### src/sdp_pkg.sv
// Shared constants of the sampling dead-block predictor.
// No dependencies.
package sdp_pkg;

    localparam int TAG_BITS     = 16;
    localparam int TRACE_BITS   = 16;
    localparam int TID_BITS     = 4;
    localparam int SET_IN_BITS  = 7;
    localparam int WAY_BITS     = 4;
    localparam int THRESH_BITS  = 4;
    localparam int NUM_TABLES   = 3;

    localparam logic [THRESH_BITS-1:0] THRESH_RESET = 4'd8;

    localparam logic [31:0] SEED_A0 = 32'hfeedface;
    localparam logic [31:0] SEED_B0 = 32'hdeadb10c;
    localparam logic [31:0] SEED_A1 = 32'hc001d00d;
    localparam logic [31:0] SEED_B1 = 32'hfade2b1c;
    localparam int SHIFT_HI = 13;
    localparam int SHIFT_LO = 8;

endpackage

### src/sdp_hash.sv
// Two-stage pipelined hash giving one counter slot per predictor table.
// Depends on sdp_pkg.
module sdp_hash #(
    parameter int INDEX_BITS = 12
) (
    input  logic                                            i_clk,
    input  logic [31:0]                                     i_key,
    output logic [sdp_pkg::NUM_TABLES-1:0][INDEX_BITS-1:0]  o_slot
);

    logic [31:0] n_a0, n_b0, n_a1, n_b1;
    logic [31:0] r_a0, r_b0, r_a1, r_b1;
    logic [31:0] c0, c1;
    logic [31:0] sums [sdp_pkg::NUM_TABLES];
    logic [sdp_pkg::NUM_TABLES-1:0][INDEX_BITS-1:0] n_slot, r_slot;

    // First half of both scrambles: the a and b mixing steps.
    always_comb begin
        n_a0 = (sdp_pkg::SEED_A0 - sdp_pkg::SEED_B0 - i_key) ^ (i_key >> sdp_pkg::SHIFT_HI);
        n_b0 = (sdp_pkg::SEED_B0 - i_key - n_a0) ^ (n_a0 >> sdp_pkg::SHIFT_LO);
        n_a1 = (sdp_pkg::SEED_A1 - sdp_pkg::SEED_B1 - i_key) ^ (i_key >> sdp_pkg::SHIFT_HI);
        n_b1 = (sdp_pkg::SEED_B1 - i_key - n_a1) ^ (n_a1 >> sdp_pkg::SHIFT_LO);
    end

    always_comb begin
        c0 = ((r_b0 - r_a0) - r_b0) ^ (r_b0 >> sdp_pkg::SHIFT_HI);
        c1 = ((r_b1 - r_a1) - r_b1) ^ (r_b1 >> sdp_pkg::SHIFT_HI);
        for (int t = 0; t < sdp_pkg::NUM_TABLES; t++) begin
            sums[t]   = c0 + (c1 >> t);
            n_slot[t] = sums[t][INDEX_BITS-1:0];
        end
    end

    always_ff @(posedge i_clk) begin
        r_a0   <= n_a0;
        r_b0   <= n_b0;
        r_a1   <= n_a1;
        r_b1   <= n_b1;
        r_slot <= n_slot;
    end

    assign o_slot = r_slot;

endmodule

### config.mk
export PLATFORM = sky130hd
export DESIGN_NAME = sdp_hash
export DESIGN_NICKNAME = d
export VERILOG_FILES = /design/src/sdp_pkg.sv /design/src/sdp_hash.sv
export SDC_FILE = /design/constraint.sdc
export NUM_CORES = 1
export LEC_CHECK = 0
export CORE_UTILIZATION = 40
export CTS_BUF_LIST = sky130_fd_sc_hd__clkbuf_8 sky130_fd_sc_hd__clkbuf_16
export CTS_CLUSTER_DIAMETER = 50
export DETAILED_ROUTE_END_ITERATION = 7
export DONT_BUFFER_PORTS = 1
export PLACE_DENSITY = 0.65
export SLEW_MARGIN = 20
export SYNTH_ARGS = -nofsm -noshare
export SYNTH_HDL_FRONTEND = slang
export SYNTH_SLANG_ARGS = --single-unit
### constraint.sdc
create_clock -name i_clk -period 4.6 [get_ports i_clk]
set_clock_uncertainty 0.15 [all_clocks]
set_input_delay 0.46 -clock i_clk [delete_from_list [all_inputs] [get_ports i_clk]]
set_output_delay 0.46 -clock i_clk [all_outputs]
set_load 0.02 [all_outputs]
# --- Word level (Yosys, flattened, before mapping) ---
# Index checks and enable logic that the tools add are counted.
totals:
  register_bits: 114
  input_bits: 33
  out_inout_bits: 36
  elab_cells: 26
classes:
  n_addsub: 13
  n_bitwise: 6
ops:
  columns: ["cell", "n"]
  rows:
  - ["32-bit by 19-bit bitwise XOR with 32-bit output", 2]
  - ["12-bit adder", 3]
  - ["30-bit by 32-bit subtractor with 32-bit output (first input constant)", 1]
  - ["32-bit subtractor (first input constant)", 1]
  - ["14-bit subtractor", 2]
  - ["26-bit by 27-bit subtractor with 27-bit output (first input constant)", 1]
  - ["27-bit subtractor", 1]
  - ["27-bit by 24-bit bitwise XOR with 27-bit output", 1]
  - ["24-bit by 25-bit subtractor with 25-bit output (first input constant)", 1]
  - ["25-bit subtractor", 1]
  - ["25-bit by 24-bit bitwise XOR with 25-bit output", 1]
  - ["12-bit subtractor", 2]
  - ["14-bit bitwise XOR", 1]
  - ["12-bit bitwise XOR", 1]

# --- Longest topological paths before layout ---
# Gate-level depths: netlist of run 1.
logic_depth:
  depth_word: 4
  ltp_mapped: 19
  depth_no_buf: 19

# --- Worst setup path after synthesis of run 1 ---
# OpenSTA, ideal clock, no wires.
synth_path:
  path_type: "input to register"
  startpoint: "input port i_key[4]"
  endpoint: "register r_b0[21]"
  setup_time_ps: 123
  arrival_time_ps: 3626
  required_ps: 4327
  slack_ps: 700
  path_stages: 16
  path_buffers: 2
  cell_sequence: "buf_2 > nor3_4 > o21ai_1 > a211oi_2 > o21ai_1 > nor3_1 > ha_1 > xor2_1 > ha_1 > clkbuf_1 > xnor2_1 > or4_1 > o211a_1 > o2111ai_1 > o311a_1 > nand3_1"
synth_between:
  elab_chain_cells: 4
  elab_cells_between_ends: 5
  cone_classes: "3 x add/sub; 2 x bitwise"
synth_lines:
  columns: ["item", "line", "source"]
  rows:
  - ["start, declared", "sdp_hash.sv:7", "input logic [31:0] i_key,"]
  - ["30-bit by 32-bit subtractor with 32-bit output", "sdp_hash.sv:19", "n_a0 = (sdp_pkg::SEED_A0 - sdp_pkg::SEED_B0 - i_key) ^ (i_key >> sdp_pkg::SHIFT_HI);"]
  - ["32-bit by 19-bit bitwise XOR with 32-bit output", "sdp_hash.sv:19", null]
  - ["25-bit subtractor", "sdp_hash.sv:20", "n_b0 = (sdp_pkg::SEED_B0 - i_key - n_a0) ^ (n_a0 >> sdp_pkg::SHIFT_LO);"]
  - ["25-bit by 24-bit bitwise XOR with 25-bit output (*)", "sdp_hash.sv:20", null]
  - ["net n_b0[21]", "sdp_hash.sv:11", "logic [31:0] n_a0, n_b0, n_a1, n_b1;"]
  - ["end signal, assigned", "sdp_hash.sv:36", "r_b0 <= n_b0;"]
  - ["end, declared", "sdp_hash.sv:12", "logic [31:0] r_a0, r_b0, r_a1, r_b1;"]
# Mark *: on every way through the listed nets, which the timed path passes. The rest lies on a longest branch.

==> flow_summary.ini, run 1 <==
[status]
status = finished, final reports clean

[drt]
route.detailed.drc = 0
vias_per_cell = 5.24
route.top_layer_used = met4
met3_length_mm = 2.01
wl_met1_mm = 12.8
drt_first_iter_violations = 583
wl_met2_mm = 12.8
routedWlPerCell_um = 16.7
vias = 8831
drt.antenna.violating_nets = 0
dr.pass1.iters = 5
wl_mm = 28.2

[clock_tree]
post_cts_buffers = 0
clock-root-buffer = clkbuf_16
cts_tree = built
cts_max_path_buffers = 2
htree_levels = 3
clk_latency_ns = 0.37
ctsHoldBuffers = 0
cts_sinks = 112
numCtsBuffers = 9
cts_resized = 0
path_clk_slew_ns = 0.09

[setup_path]
reg2reg_to = o_slot[23]
critical_path_class = register to register
end_kind = register
regToRegSetupSlack_ns = 0.32
critPathMaxFanout = 5
arrival_ns = 4.39
startpoint_type = register
r2r_cells = 17
r2r-start = r_b0[0]
required_ns = 4.70

[layout]
fin_nets = 1551
fill_cells = 2710
fin_util_pct = 43.8
layout.cells.non_filler = 1686
drive_above_1_share_pct = 5.26
area_growth_pct = 6.45

[yosys]
synth_top_cells_by_count = 205 x ha_1, 165 x xnor2_1, 161 x inv_1, 112 x dfxtp_1, 97 x xor2_1
synthArstFlopShare_pct = 0
synth_compound_area_share_pct = 15.3
synth_most_common_cell = ha_1
netlist-cell-type-count = 69
synth_xor_area_share_pct = 21.6
synthAdderAreaFrac_pct = 23.8
synth_seq_cells = 112
synth_top_area_share_pct = 22.9
synth-simple-area-share_pct = 12.6
muxShareOfSynthArea_pct = 0.101
synth_top_family_by_area = adder cells
synth_edf_count = 0
ys.flop_type = dfxtp_1
synthCells = 1315
yosys-top-cells-area = ha_1 23%, dfxtp_1 20%, xnor2_1 13%
synth_largest_area_cell = ha_1
synth.yosys.seq_area_share_pct = 20.1
synthesis.area_um2 = 11200
synth_nets = 1558
ys_warn_count = 0
avgSynthCellArea_um2 = 8.50

[sta]
min_period_over_period_pct = 93.1
finalSetupViolCount = 0
setup_tns_ns = 0
layout_min_cycle_time_ns = 4.28
maxSlewViolCount = 0
rsz0062_at_grt = false
setup_ws_ns = 0.319
hold_viol = 0
fmax_mhz = 234
max_slew_margin_pct = 52.8
worstMarginPinSlew_ns = 0.704

[floorplan]
ios = 69
start_util_pct = 41.1
rows = 60
core_area_um2 = 27200
die_h_um = 169
fp.dieW_um = 169
design.die.area_um2 = 28600

[global_routing]
antenna_found_initial = 1
grt-ovfl-total = 0
grt_start_max_net_pins = 22
grt_pass1_vias = 8600
grt_pass1_wl_mm = 44.7
grt_usage_pct = 20.2

[place]
gp_congestion = 0.934
port_buffers = 0
placed_cells = 1669
dp_slack_ns = 0.332
dp_hpwl_mm = 23.8

[worst_hold_path]
hold_class = input port to register
hold_path_depth = 1
hold_end = r_a1[2]
hold_start = i_key[15]

[job]
drv_cap = 0
## cells by family after synthesis
family,after synthesis
AOI/OAI and AO/OA,258
xor gates and xnor gates,267
adders and majority gates,210
buffers and inverters,189
DFF,112
muxes,1
and+or+nand+nor,278
## cell type report
| class | instances | area [um^2] | area share, % |
|---|---|---|---|
| multi-input cells | 1014 | 8210 | 68.9 |
| flip-flops and latches | 112 | 2240 | 18.8 |
| inverters | 161 | 604 | 5.08 |
| well taps | 372 | 465 | 3.91 |
| clock buffers | 10 | 239 | 2.01 |
| repair buffers | 10 | 75.1 | 0.631 |
| clock inverters | 6 | 67.6 | 0.568 |
| diodes | 1 | 2.50 | 0.0210 |
## worst max-delay path by stage
stage                         from         end  slack, ns
after floorplan           i_key[4]    r_b0[21]       0.70
after global placement    i_key[2]    r_b0[21]       0.36
after detailed placement   r_b1[5]  o_slot[35]       0.33
after CTS                  r_b0[0]  o_slot[23]       0.30
after global routing       r_b1[5]  o_slot[35]       0.05
final                      r_b0[0]  o_slot[23]       0.32
## critical path, stage by stage, from the launching register on
cell and delay [ns]:
dfxtp_1 0.37, inv_1 0.06, ha_1 0.17, or2_2 0.29, ha_1 0.33, o21a_1 0.12, o21a_1 0.16, o21a_1 0.16
o21a_1 0.17, o31a_1 0.24, o41ai_1 0.33, xnor2_1 0.30, ha_1 0.37, or2_2 0.29, a21oi_1 0.15, a31oi_1 0.07
xnor2_1 0.21, xnor3_1 0.24
## layout by cell type (no fill, tap or decap), types with 3 or more instances in the layout
master | Yosys | routed
o21ai_0 | 45 | 45
a21boi_0 | 5 | 5
inv_1 | 161 | 161
a21o_1 | 33 | 33
nor2_1 | 75 | 75
nand2b_1 | 9 | 9
o21ai_1 | 5 | 5
nor3_1 | 28 | 28
xor2_1 | 97 | 97
a31oi_1 | 14 | 14
xnor3_1 | 3 | 3
nand4_1 | 12 | 12
or4_1 | 4 | 4
and3_1 | 11 | 11
and2_1 | 5 | 5
o211a_1 | 3 | 3
o41ai_1 | 4 | 4
o31ai_1 | 4 | 4
o211ai_1 | 12 | 12
o2111ai_1 | 7 | 7
dfxtp_1 | 112 | 112
clkbuf_16 | 0 | 9
nor2b_1 | 14 | 14
nand3_1 | 19 | 19
nand2_1 | 52 | 52
ha_1 | 205 | 205
o21bai_1 | 10 | 10
a31o_2 | 4 | 4
fa_1 | 5 | 5
xnor2_1 | 165 | 165
a21oi_1 | 62 | 62
inv_6 | 0 | 4
nor4_1 | 3 | 3
a21oi_2 | 3 | 3
buf_4 | 0 | 10
or2_2 | 27 | 27
or3_1 | 10 | 10
a211oi_1 | 7 | 7
o21a_1 | 17 | 17
## registers in the layout (all words and copies together), names as in the netlist
register	flops
o_slot	36
r_a0	12
r_a1	14
r_b1	27
r_b0	23
## per-layer routing
| metal | vias up | track usage [%] |
|---|---|---|
| met2 | 245 | 33.7 |
| met1 | 4092 | 25.7 |
| met5 | - | 0 |
| li1 | 4462 | - |
| met3 | 32 | 5.25 |
| met4 | 0 | 4.90 |
## stage by stage
step                      hold WS [ns]  area (um^2)
after global placement           0.448        11600
after detailed placement         0.451        11600
after floorplan                  0.432        11200
final                           0.0632        11900
after global routing            0.0495        11900
after CTS                       0.0589        11900
Power of run 1 is left out: the tool's default activity adds up to more than one toggle a clock period on the data nets, which glitch-free logic cannot reach.
==> run 2, diff against run 1 <==
==> constraint.sdc (replaced) <==
create_clock -name i_clk -period 4.8 [get_ports i_clk]
set_clock_uncertainty 0.15 [all_clocks]
set_input_delay 0.48 -clock i_clk [delete_from_list [all_inputs] [get_ports i_clk]]
set_output_delay 0.48 -clock i_clk [all_outputs]
set_load 0.02 [all_outputs]
==> flow_summary.ini, run 2 (same netlist as run 1, synthesis figures left out) <==
[setup_path]
startpoint_type = register
path_cells = inv_1 -> ha_1 -> xor2_1 -> ha_1 -> a21o_1 -> a21o_1 -> a221oi_1 -> o21ai_1 -> xnor2_1 -> ha_1 -> and3_1 -> nand3_1 -> nand4b_1 -> a21oi_1 -> o21bai_1 -> xnor3_1
critPathMaxStageDelay_ns = 0.45
crit_top_cell = ha_1
end_kind = register
critical_path_class = register to register
required_ns = 4.89
arrival_ns = 4.45
critPathMaxFanout = 6
critPathTopFamily = compound AO/OA/AOI/OAI gates
critPathBufInv = 1
slowest_stage = a221oi_1

[drt]
vias = 8752
routedWlPerCell_um = 16.5
wl_mm = 27.7
route.detailed.drc = 0
drt.antenna.violating_nets = 0
drt_first_iter_violations = 483
dr.pass1.iters = 5
vias_per_cell = 5.21

[floorplan]
design.die.area_um2 = 28600
fp.dieW_um = 169
rows = 60
start_util_pct = 41.1
ios = 69
die_h_um = 169
core_area_um2 = 27200

[sta]
hold_viol = 0
fmax_mhz = 230
setup_tns_ns = 0
layout_min_cycle_time_ns = 4.35
maxSlewViolCount = 0
worstMarginPinSlew_ns = 0.597
rsz0062_at_grt = false
max_slew_margin_pct = 59.6
min_period_over_period_pct = 90.6
finalSetupViolCount = 0

[layout]
fin_nets = 1546
largest_reg_flops = 36
antenna_cells = 0
final_common_cell = ha_1
mostFrequentLayoutCells = 205 x ha_1, 165 x xnor2_1, 161 x inv_1
area_growth_pct = 5.92
final_area_um2 = 11800
drive_above_1_share_pct = 4.82

[place]
dp_hpwl_mm = 23.4
port_buffers = 0
postPlaceCellArea_um2 = 11600
gp_congestion = 0.914

[worst_hold_path]
hold_class = input port to register

[clock_tree]
clock-root-buffer = clkbuf_16
cts_tree = built
numCtsBuffers = 9
htree_levels = 3
cts_sinks = 112
clk_latency_ns = 0.37
path_clk_slew_ns = 0.08
cts_resized = 0
ctsHoldBuffers = 0
post_cts_buffers = 0
cts_max_path_buffers = 2

[global_routing]
grt_usage_pct = 19.6
grt-ovfl-total = 0
antenna_found_initial = 0
grt_pass1_vias = 8428
grt_start_max_net_pins = 21
grt_pass1_wl_mm = 43.5

[status]
status = finished, final reports clean

[job]
drv_cap = 0
## run 2: worst paths after layout
kind / startpoint / endpoint / slack, ns / depth (start not counted)
setup / recovery: r_b1[5] / o_slot[35] / 0.45 / 16
setup reg to reg: r_b1[5] / o_slot[35] / 0.45 / 16
hold reg to reg: r_b1[13] / o_slot[0] / 0.61 / 3
hold / removal: i_key[15] / r_a1[2] / 0.09 / 1
## run 2: final cells by class
type | count | area (um^2)
clock buffer | 9 | 225
clock inverter | 6 | 62.6
fill | 2731 | 15300
inverter | 161 | 604
multi-input combinational | 1014 | 8210
sequential | 112 | 2240
tap | 372 | 465
timing repair buffer | 5 | 37.5
## run 2: metal layers
metal  part of all wire [%]  GRT usage [%]  wire length (um)
met2                     46           33.1             12700
met3                    6.6           3.57              1820
met5                      0              0                 0
met1                     46           25.3             12700
met4                    1.9           5.80               516
## run 2: per-stage QoR
step                utilization (%)  hold slack (ns)  cells  setup WS (ns)
floorplan                         -            0.452   1315          0.880
global placement               42.5            0.472   1664          0.446
detailed placement             42.5            0.478   1664          0.378
CTS                            43.6           0.0857   1679          0.448
global route                   43.6           0.0861   1679          0.131
finish                         43.6           0.0909   1679          0.449
Power of run 2 is left out for the same reason.
